<file path="src/rtl/core/ceq_pkg.sv">
`timescale 1ns / 1ps

package ceq_pkg;

	localparam int DEPTH     = 16;
	localparam int CODE_BITS = 16;
	localparam int CNT_BITS  = $clog2(DEPTH + 1);
	localparam int CFG_BITS  = 5;

	typedef logic [CODE_BITS-1:0] code_t;

	typedef enum logic [1:0] {
		ACT_PUSH = 2'd0,
		ACT_POLL = 2'd1,
		ACT_DIAG = 2'd2
	} action_t;

	typedef struct packed {
		logic [1:0]  action;
		logic [15:0] error_code;
	} in_t;

	typedef struct packed {
		logic        poll_valid;
		logic [15:0] record_code;
		logic [31:0] record_sequence;
		logic [31:0] record_repeats;
		logic [4:0]  occupancy;
		logic [31:0] produced_total;
		logic [31:0] coalesced_total;
		logic [31:0] dropped_total;
		logic [31:0] diagnostic_failures;
		logic        first_valid;
		logic [15:0] first_code;
	} out_t;

	// one queued record
	typedef struct packed {
		code_t       code;
		logic [31:0] sequence_num;
		logic [31:0] repeats;
	} rec_t;

	// per-cell controls from the queue controller
	typedef struct packed {
		logic occ;    // cell holds a live record
		logic shift;  // take neighbor's record (pop)
		logic load;   // take the new record (append)
		logic bump;   // repeat count up (coalesce)
	} cell_ctrl_t;

	function automatic logic [31:0] sat_inc(input logic [31:0] v);
		sat_inc = (v == '1) ? v : v + 32'd1;
	endfunction

endpackage

</file>
<file path="src/rtl/core/ceq_cell.sv">
`timescale 1ns / 1ps

module ceq_cell (
	input  logic               clk,
	input  ceq_pkg::cell_ctrl_t ctrl,
	input  ceq_pkg::rec_t      nxt_rec,
	input  ceq_pkg::rec_t      new_rec,
	input  ceq_pkg::code_t     cmp_code,
	output ceq_pkg::rec_t      rec,
	output logic               match
);

	ceq_pkg::rec_t rec_q;

	always_ff @(posedge clk) begin
		if (ctrl.shift) begin
			rec_q <= nxt_rec;
		end else if (ctrl.load) begin
			rec_q <= new_rec;
		end else if (ctrl.bump) begin
			rec_q.repeats <= ceq_pkg::sat_inc(rec_q.repeats);
		end
	end

	assign match = ctrl.occ && (rec_q.code == cmp_code);
	assign rec   = rec_q;

endmodule

</file>
<file path="src/rtl/core/coalescing_error_queue_top.sv">
`timescale 1ns / 1ps

// Coalescing error queue. Records sit in order in a row of cells, oldest in
// cell 0; a poll shifts the whole row down by one, a new record is loaded into
// the first free cell, and a push whose code matches a queued record bumps
// that record's repeat count (all cells compare in parallel). A word is first
// registered at the input, then compared against every cell while the row,
// counters and output register are updated. in_ready is low while a word is
// in process, and longer if the previous result word is still not taken.
// A cfg_we write sets the capacity (clamped to 1..16) and empties the queue.

module coalescing_error_queue_top (
	input  logic                    clk,
	input  logic                    arst_n,
	input  logic                    in_valid,
	output logic                    in_ready,
	input  ceq_pkg::in_t            in_data,
	output logic                    out_valid,
	input  logic                    out_ready,
	output ceq_pkg::out_t           out_data,
	input  logic                    cfg_we,
	input  logic [ceq_pkg::CFG_BITS-1:0] cfg_wdata
);

	localparam int D  = ceq_pkg::DEPTH;
	localparam int CB = ceq_pkg::CNT_BITS;

	ceq_pkg::in_t       item_s1;
	logic               busy_q;
	logic [CB-1:0]      cap_q;
	logic [CB-1:0]      count_q;
	logic [31:0]        seq_q;
	logic [31:0]        prod_q;
	logic [31:0]        coal_q;
	logic [31:0]        drop_q;
	logic [31:0]        diag_q;
	logic               first_seen_q;
	ceq_pkg::code_t     first_code_q;
	ceq_pkg::out_t      out_q;
	logic               out_valid_q;

	ceq_pkg::cell_ctrl_t cell_ctrl [D];
	ceq_pkg::rec_t       cell_rec  [D];
	logic [D-1:0]        match;

	ceq_pkg::code_t  code;
	ceq_pkg::rec_t   new_rec;
	logic            accept;
	logic            done;
	logic            is_push;
	logic            is_poll;
	logic            is_diag;
	logic            any_match;
	logic            full;
	logic            do_append;
	logic            do_pop;
	logic [CB-1:0]   count_d;
	logic [31:0]     prod_d;
	logic [31:0]     coal_d;
	logic [31:0]     drop_d;
	logic [31:0]     diag_d;
	logic [31:0]     seq_d;
	logic            first_seen_d;
	ceq_pkg::code_t  first_code_d;
	ceq_pkg::out_t   out_d;
	logic [CB-1:0]   cap_clamped;

	assign in_ready  = !busy_q;
	assign accept    = in_valid && in_ready;
	assign done      = busy_q && (!out_valid_q || out_ready);
	assign out_valid = out_valid_q;
	assign out_data  = out_q;

	assign code    = item_s1.error_code[ceq_pkg::CODE_BITS-1:0];
	assign is_push = (item_s1.action == ceq_pkg::ACT_PUSH);
	assign is_poll = (item_s1.action == ceq_pkg::ACT_POLL);
	assign is_diag = (item_s1.action == ceq_pkg::ACT_DIAG);

	// codes in the row are unique, so at most one cell matches
	assign any_match = |match;
	assign full      = (count_q >= cap_q);
	assign do_append = done && is_push && !any_match && !full;
	assign do_pop    = done && is_poll && (count_q != '0);

	assign new_rec.code         = code;
	assign new_rec.sequence_num = seq_q;
	assign new_rec.repeats      = 32'd1;

	genvar gi;
	generate
		for (gi = 0; gi < D; gi++) begin : g_cell
			always_comb begin
				cell_ctrl[gi].occ   = (CB'(gi) < count_q);
				cell_ctrl[gi].shift = do_pop;
				cell_ctrl[gi].load  = do_append && (count_q == CB'(gi));
				cell_ctrl[gi].bump  = done && is_push && match[gi];
			end

			if (gi == D - 1) begin : g_last
				ceq_cell u_cell (
					.clk      (clk),
					.ctrl     (cell_ctrl[gi]),
					.nxt_rec  ('0),
					.new_rec  (new_rec),
					.cmp_code (code),
					.rec      (cell_rec[gi]),
					.match    (match[gi])
				);
			end else begin : g_mid
				ceq_cell u_cell (
					.clk      (clk),
					.ctrl     (cell_ctrl[gi]),
					.nxt_rec  (cell_rec[gi+1]),
					.new_rec  (new_rec),
					.cmp_code (code),
					.rec      (cell_rec[gi]),
					.match    (match[gi])
				);
			end
		end
	endgenerate

	always_comb begin
		count_d      = count_q;
		prod_d       = prod_q;
		coal_d       = coal_q;
		drop_d       = drop_q;
		diag_d       = diag_q;
		seq_d        = seq_q;
		first_seen_d = first_seen_q;
		first_code_d = first_code_q;
		if (is_push) begin
			prod_d = ceq_pkg::sat_inc(prod_q);
			seq_d  = ceq_pkg::sat_inc(seq_q);
			if (!first_seen_q) begin
				first_seen_d = 1'b1;
				first_code_d = code;
			end
			if (any_match) begin
				coal_d = ceq_pkg::sat_inc(coal_q);
			end else if (full) begin
				drop_d = ceq_pkg::sat_inc(drop_q);
			end else begin
				count_d = count_q + CB'(1);
			end
		end else if (is_poll) begin
			if (count_q != '0) begin
				count_d = count_q - CB'(1);
			end
		end else if (is_diag) begin
			diag_d = ceq_pkg::sat_inc(diag_q);
		end

		out_d                     = '0;
		if (is_poll && (count_q != '0)) begin
			out_d.poll_valid      = 1'b1;
			out_d.record_code     = 16'(cell_rec[0].code);
			out_d.record_sequence = cell_rec[0].sequence_num;
			out_d.record_repeats  = cell_rec[0].repeats;
		end
		out_d.occupancy           = 5'(count_d);
		out_d.produced_total      = prod_d;
		out_d.coalesced_total     = coal_d;
		out_d.dropped_total       = drop_d;
		out_d.diagnostic_failures = diag_d;
		out_d.first_valid         = first_seen_d;
		out_d.first_code          = 16'(first_code_d);
	end

	always_comb begin
		if (cfg_wdata == '0) begin
			cap_clamped = CB'(1);
		end else if (32'(cfg_wdata) > 32'(D)) begin
			cap_clamped = CB'(D);
		end else begin
			cap_clamped = CB'(cfg_wdata);
		end
	end

	always_ff @(posedge clk) begin
		if (accept) begin
			item_s1 <= in_data;
		end
		if (done) begin
			out_q <= out_d;
		end
	end

	always_ff @(posedge clk or negedge arst_n) begin
		if (!arst_n) begin
			busy_q       <= 1'b0;
			cap_q        <= CB'(D);
			count_q      <= '0;
			seq_q        <= '0;
			prod_q       <= '0;
			coal_q       <= '0;
			drop_q       <= '0;
			diag_q       <= '0;
			first_seen_q <= 1'b0;
			first_code_q <= '0;
			out_valid_q  <= 1'b0;
		end else begin
			if (accept) begin
				busy_q <= 1'b1;
			end else if (done) begin
				busy_q <= 1'b0;
			end

			if (done) begin
				out_valid_q <= 1'b1;
			end else if (out_ready) begin
				out_valid_q <= 1'b0;
			end

			if (cfg_we) begin
				cap_q   <= cap_clamped;
				count_q <= '0;
			end else if (done) begin
				count_q <= count_d;
			end

			if (done) begin
				seq_q        <= seq_d;
				prod_q       <= prod_d;
				coal_q       <= coal_d;
				drop_q       <= drop_d;
				diag_q       <= diag_d;
				first_seen_q <= first_seen_d;
				first_code_q <= first_code_d;
			end
		end
	end

endmodule

</file>
<file path="config.mk">
export PLATFORM = sky130hd
export DESIGN_NAME = coalescing_error_queue_top
export DESIGN_NICKNAME = d
export VERILOG_FILES = /design/src/rtl/core/ceq_pkg.sv /design/src/rtl/core/ceq_cell.sv /design/src/rtl/core/coalescing_error_queue_top.sv
export SDC_FILE = /design/constraint.sdc
export NUM_CORES = 2
export LEC_CHECK = 0
export BUFFER_PORTS_ARGS = -buffer_cell sky130_fd_sc_hd__buf_2
export CORE_MARGIN = 2
export CORE_UTILIZATION = 65
export DETAILED_ROUTE_END_ITERATION = 6
export HOLD_SLACK_MARGIN = 0.12
export PLACE_DENSITY = 0.87
export SYNTH_ARGS = -nofsm -noshare
export SYNTH_HDL_FRONTEND = slang
export SYNTH_HIERARCHICAL = 1
export SYNTH_SLANG_ARGS = --single-unit
</file>
<file path="constraint.sdc">
create_clock -name clk -period 23 [get_ports clk]
set_input_delay 3.45 -clock clk [delete_from_list [all_inputs] [get_ports clk]]
set_output_delay 3.45 -clock clk [all_outputs]
set_load 0.01 [all_outputs]
</file>
==> out/metrics.csv <==
stage;metric;value;unit
run_status;outcome;finished, final reports clean;
worst_setup_path;crit_top_cell;buf_4;
run;cap_violations;0;
routing;drtAntennaViolNets;0;
sta;hold_viol_final;0;
final_layout;areaGrowthSynthToFinish;11.84;%
sta;finalSetupViolations;0;
worst_setup_path;slowest_stage;buf_4;
routing;wl_met3;15.68;mm
worst_setup_path;max_stage_delay;910;ps
yosys;synth_top_area_frac;0.5072;
power_and_ir_drop;p_int;5.934;mW
worst_setup_path;cp-start-kind;input port;
die;die-area;142300;um^2
worst_setup_path;path_class;input port to flip-flop;
worst_setup_path;worstPathMaxFanout;85;
clock_network;cts_buffer_depth;3;
routing;num_vias;62550;
grt;grt_pass1_wl;339.2;mm
clock_network;cts_buffers;174;
worst_setup_path;crit_arrival;8370;ps
yosys;syn_inst;7317;
grt;grt_max_degree;193;
sta;post-route-min-period;7807;ps
clock_network;hold_buffers;0;
grt;grt_util_all_layers;0.2985;
power_and_ir_drop;power_switching;2.215;mW
routing;wirelength_met1;85.21;mm
routing;met2RoutedLength;107.4;mm
grt;grt_pass1_vias;62150;
power_and_ir_drop;peakVddDrop;0.1047;mV
power_and_ir_drop;powerDensity;80.48;nW/um^2
clock_network;ctsResizeCount;0;
final_layout;fin_nets;8214;
power_and_ir_drop;p_sw_frac;0.2718;
sta;clock_skew;38.40;ps
clock_network;cts_root_buffer;clkbuf_16;
final_layout;multiInputGateArea;40310;um^2
power_and_ir_drop;totalPowerFinal;8.148;mW
yosys;synth.distinct_cells;72;
clock_network;clkTransAtPathRegs;60;ps
yosys;yosysTopAreaCell;edfxtp_1;
clock_network;post_cts_buffers;0;
yosys;ys_ff_latch;1718;
yosys;synth.avg_cell_area;12.37;um^2
final_layout;seqCellArea;50640;um^2
power_and_ir_drop;p_comb_frac;0.154;
power_and_ir_drop;p_leak;35.74;nW
power_and_ir_drop;p_clk_frac;0.351;
worst_setup_path;worst-path-buf-inv;6;
clock_network;cts.sinks;1718;
die;io_pins;261;
die;start_util;0.6568;
yosys;yosysSeqAreaShare;0.5595;
sta;slew_viol_final;0;
die;die_h;377.2;um
placement;port_buffers;260;
die;core_area;137800;um^2
routing;first_iter_violations;6900;
sta;slew_headroom;0.1499;
sta;period_share;0.3395;
clock_network;cts.htree.levels;4;
worst_setup_path;worstPathRequired;23570;ps
yosys;synth_edf_count;1529;
yosys;yosysWarnings;6;
clock_network;cts_tree;yes;
final_layout;fillers;8352;
sta;tightest_slew;1270;ps
worst_hold_path;min_path_type;flip-flop to flip-flop;
die;rows;136;
placement;dp_hpwl;136.6;mm
sta;rsz0062_at_grt;false;
sta;setup_tns;0;ps
grt;grt_overflow;0;
routing;wl_per_cell;21.36;um
yosys;synth_area;90520;um^2
placement;gp_congestion;0.9128;
yosys;synthFlopType;edfxtp_1;
final_layout;utilization;0.7346;
worst_setup_path;crit_family;buffers and inverters;
final_layout;post_route_cells_drive_above_1_share;0.2073;
routing;drt-vias-per-instance;6.196;
yosys;synth_area_leaders;edfxtp_1, mux2_2, xnor2_1, dfrtp_1, xor2_1;
sta;max_freq;0.1281;GHz
worst_setup_path;crit_chain;buf_2 -> nand2b_1 -> nand2_2 -> buf_4 -> nor2_4 -> buf_4 -> buf_4 -> buf_4 -> buf_4 -> mux2_2;
power_and_ir_drop;power_frac_seq;0.496;
routing;dr.pass1.iters;6;
die;die_w;377.2;um
yosys;synthArstFlopShare;0.1100;
grt;antenna_found_initial;3;
clock_network;clk_latency;820;ps
routing;highest_layer;met5;
worst_setup_path;worstSetupEndpointType;flip-flop;
routing;wl;215.7;mm
routing;drc_errors;0;
-- cell type report --
class	count	share of cell area
sequential	1718	0.5002
multi-input combinational	5829	0.3981
timing repair buffer	345	0.01961
tap	1794	0.02217
inverter	87	0.003300
clock buffer	215	0.04555
antenna	2	0.00004943
clock inverter	106	0.01097
-- layer usage --
layer  up-vias  global-route usage
met5         -                   0
met3       503             0.04467
met1     30670              0.3905
met4         4              0.1091
li1      28600                   -
met2      2775              0.5068
-- state kept, by name, summed over array words and instances, names as in the netlist, 32 cells and up --
name,count
g_cell.g_mid.u_cell/rec,1200
diag_q,32
prod_q,32
out_data,231
seq_q,32
drop_q,32
g_cell.g_last.u_cell/rec,80
coal_q,32
-- kinds of logic (layout without fill, tap and decap cells) --
group,count (synthesis),in the layout,share of synthesized area
other,2,627,0.00008296
buffers and inverters,393,753,0.02153
AO/OA/AOI/OAI,1066,1066,0.07006
XOR/XNOR,969,969,0.09392
adder cells (fa/ha/maj),31,31,0.004285
flip-flops,1718,1718,0.5595
multiplexers,905,905,0.1119
AND/OR/NAND/NOR,2233,2233,0.1388
-- power groups by stage --
stage               Sequential (mW)  Combinational (mW)  Clock [mW]
finish                         4.04                1.25        2.86
global route                   4.07                1.35        3.00
CTS                            4.04                1.24        2.89
detailed placement             4.09                1.21           0
global placement               4.08                1.16           0
floorplan                      4.19               0.736           0
-- placed cells by master (no fill, tap or decap), drive strengths merged, types with 125 or more instances in the layout --
cell type,count
a21oi,216
a22oi,227
and2,164
buf,344
clkbuf,216
conb,625
dfrtp,188
edfxtp,1529
mux2,855
nand2,592
nand3,288
nand4,305
nor2,338
nor3,169
nor4,125
o21ai,433
xnor2,572
xor2,397
-- final timing paths --
check | startpoint | to | slack [ps] | depth (start not counted)
max in group asynchronous | arst_n | first_code_q[13] | 18220 | 3
min | first_code_q[0] | first_code_q[0] | 480 | 2
min reg2reg | first_code_q[0] | first_code_q[0] | 480 | 2
min in group asynchronous | arst_n | prod_q[20] | 2640 | 1
max reg2reg | count_q[1] | g_cell[4].g_mid.u_cell/rec[41] | 16300 | 10
max | out_ready | g_cell[4].g_mid.u_cell/rec[41] | 15190 | 10
-- synthesized netlist by cell type, drive strengths merged (6+ instances only) --
cell type,number
edfxtp,1529
clkbuf,190
xor2,397
mux2,855
a22oi,227
o21ai,433
o31ai,33
o22ai,96
or2,6
and2,164
or4,18
and3,97
nor2b,21
dfrtp,188
nor4,125
inv,87
and4,67
nand4,305
xnor2,572
mux2i,50
or3,28
a21oi,216
buf,116
nor2,338
nand3,288
a21o,36
ha,31
nand2b,7
nor3,169
nand2,592
-- per-stage QoR --
step	hold WS, ps	instance area (um^2)	instances	worst slack [ps]
2_1_floorplan	441.8	92860	7940	12070
3_3_place_gp	452.7	95520	9773	14730
3_5_place_dp	459.8	95520	9773	14550
4_1_cts	475.7	101200	10090	15390
5_1_grt	498.3	101200	10100	15030
6_report	477.0	101200	10100	15190
-- worst reg2reg max path, stage by stage (launching register included) --
cell and delay, ps:
dfrtp_1 730, inv_1 330, ha_1 420, nand2_1 270, nand3_1 400, nor2_4 490, buf_4 780, buf_4 700
buf_4 930, buf_4 930, mux2_2 490
No activity file was read; power rests on OpenSTA's default activity.
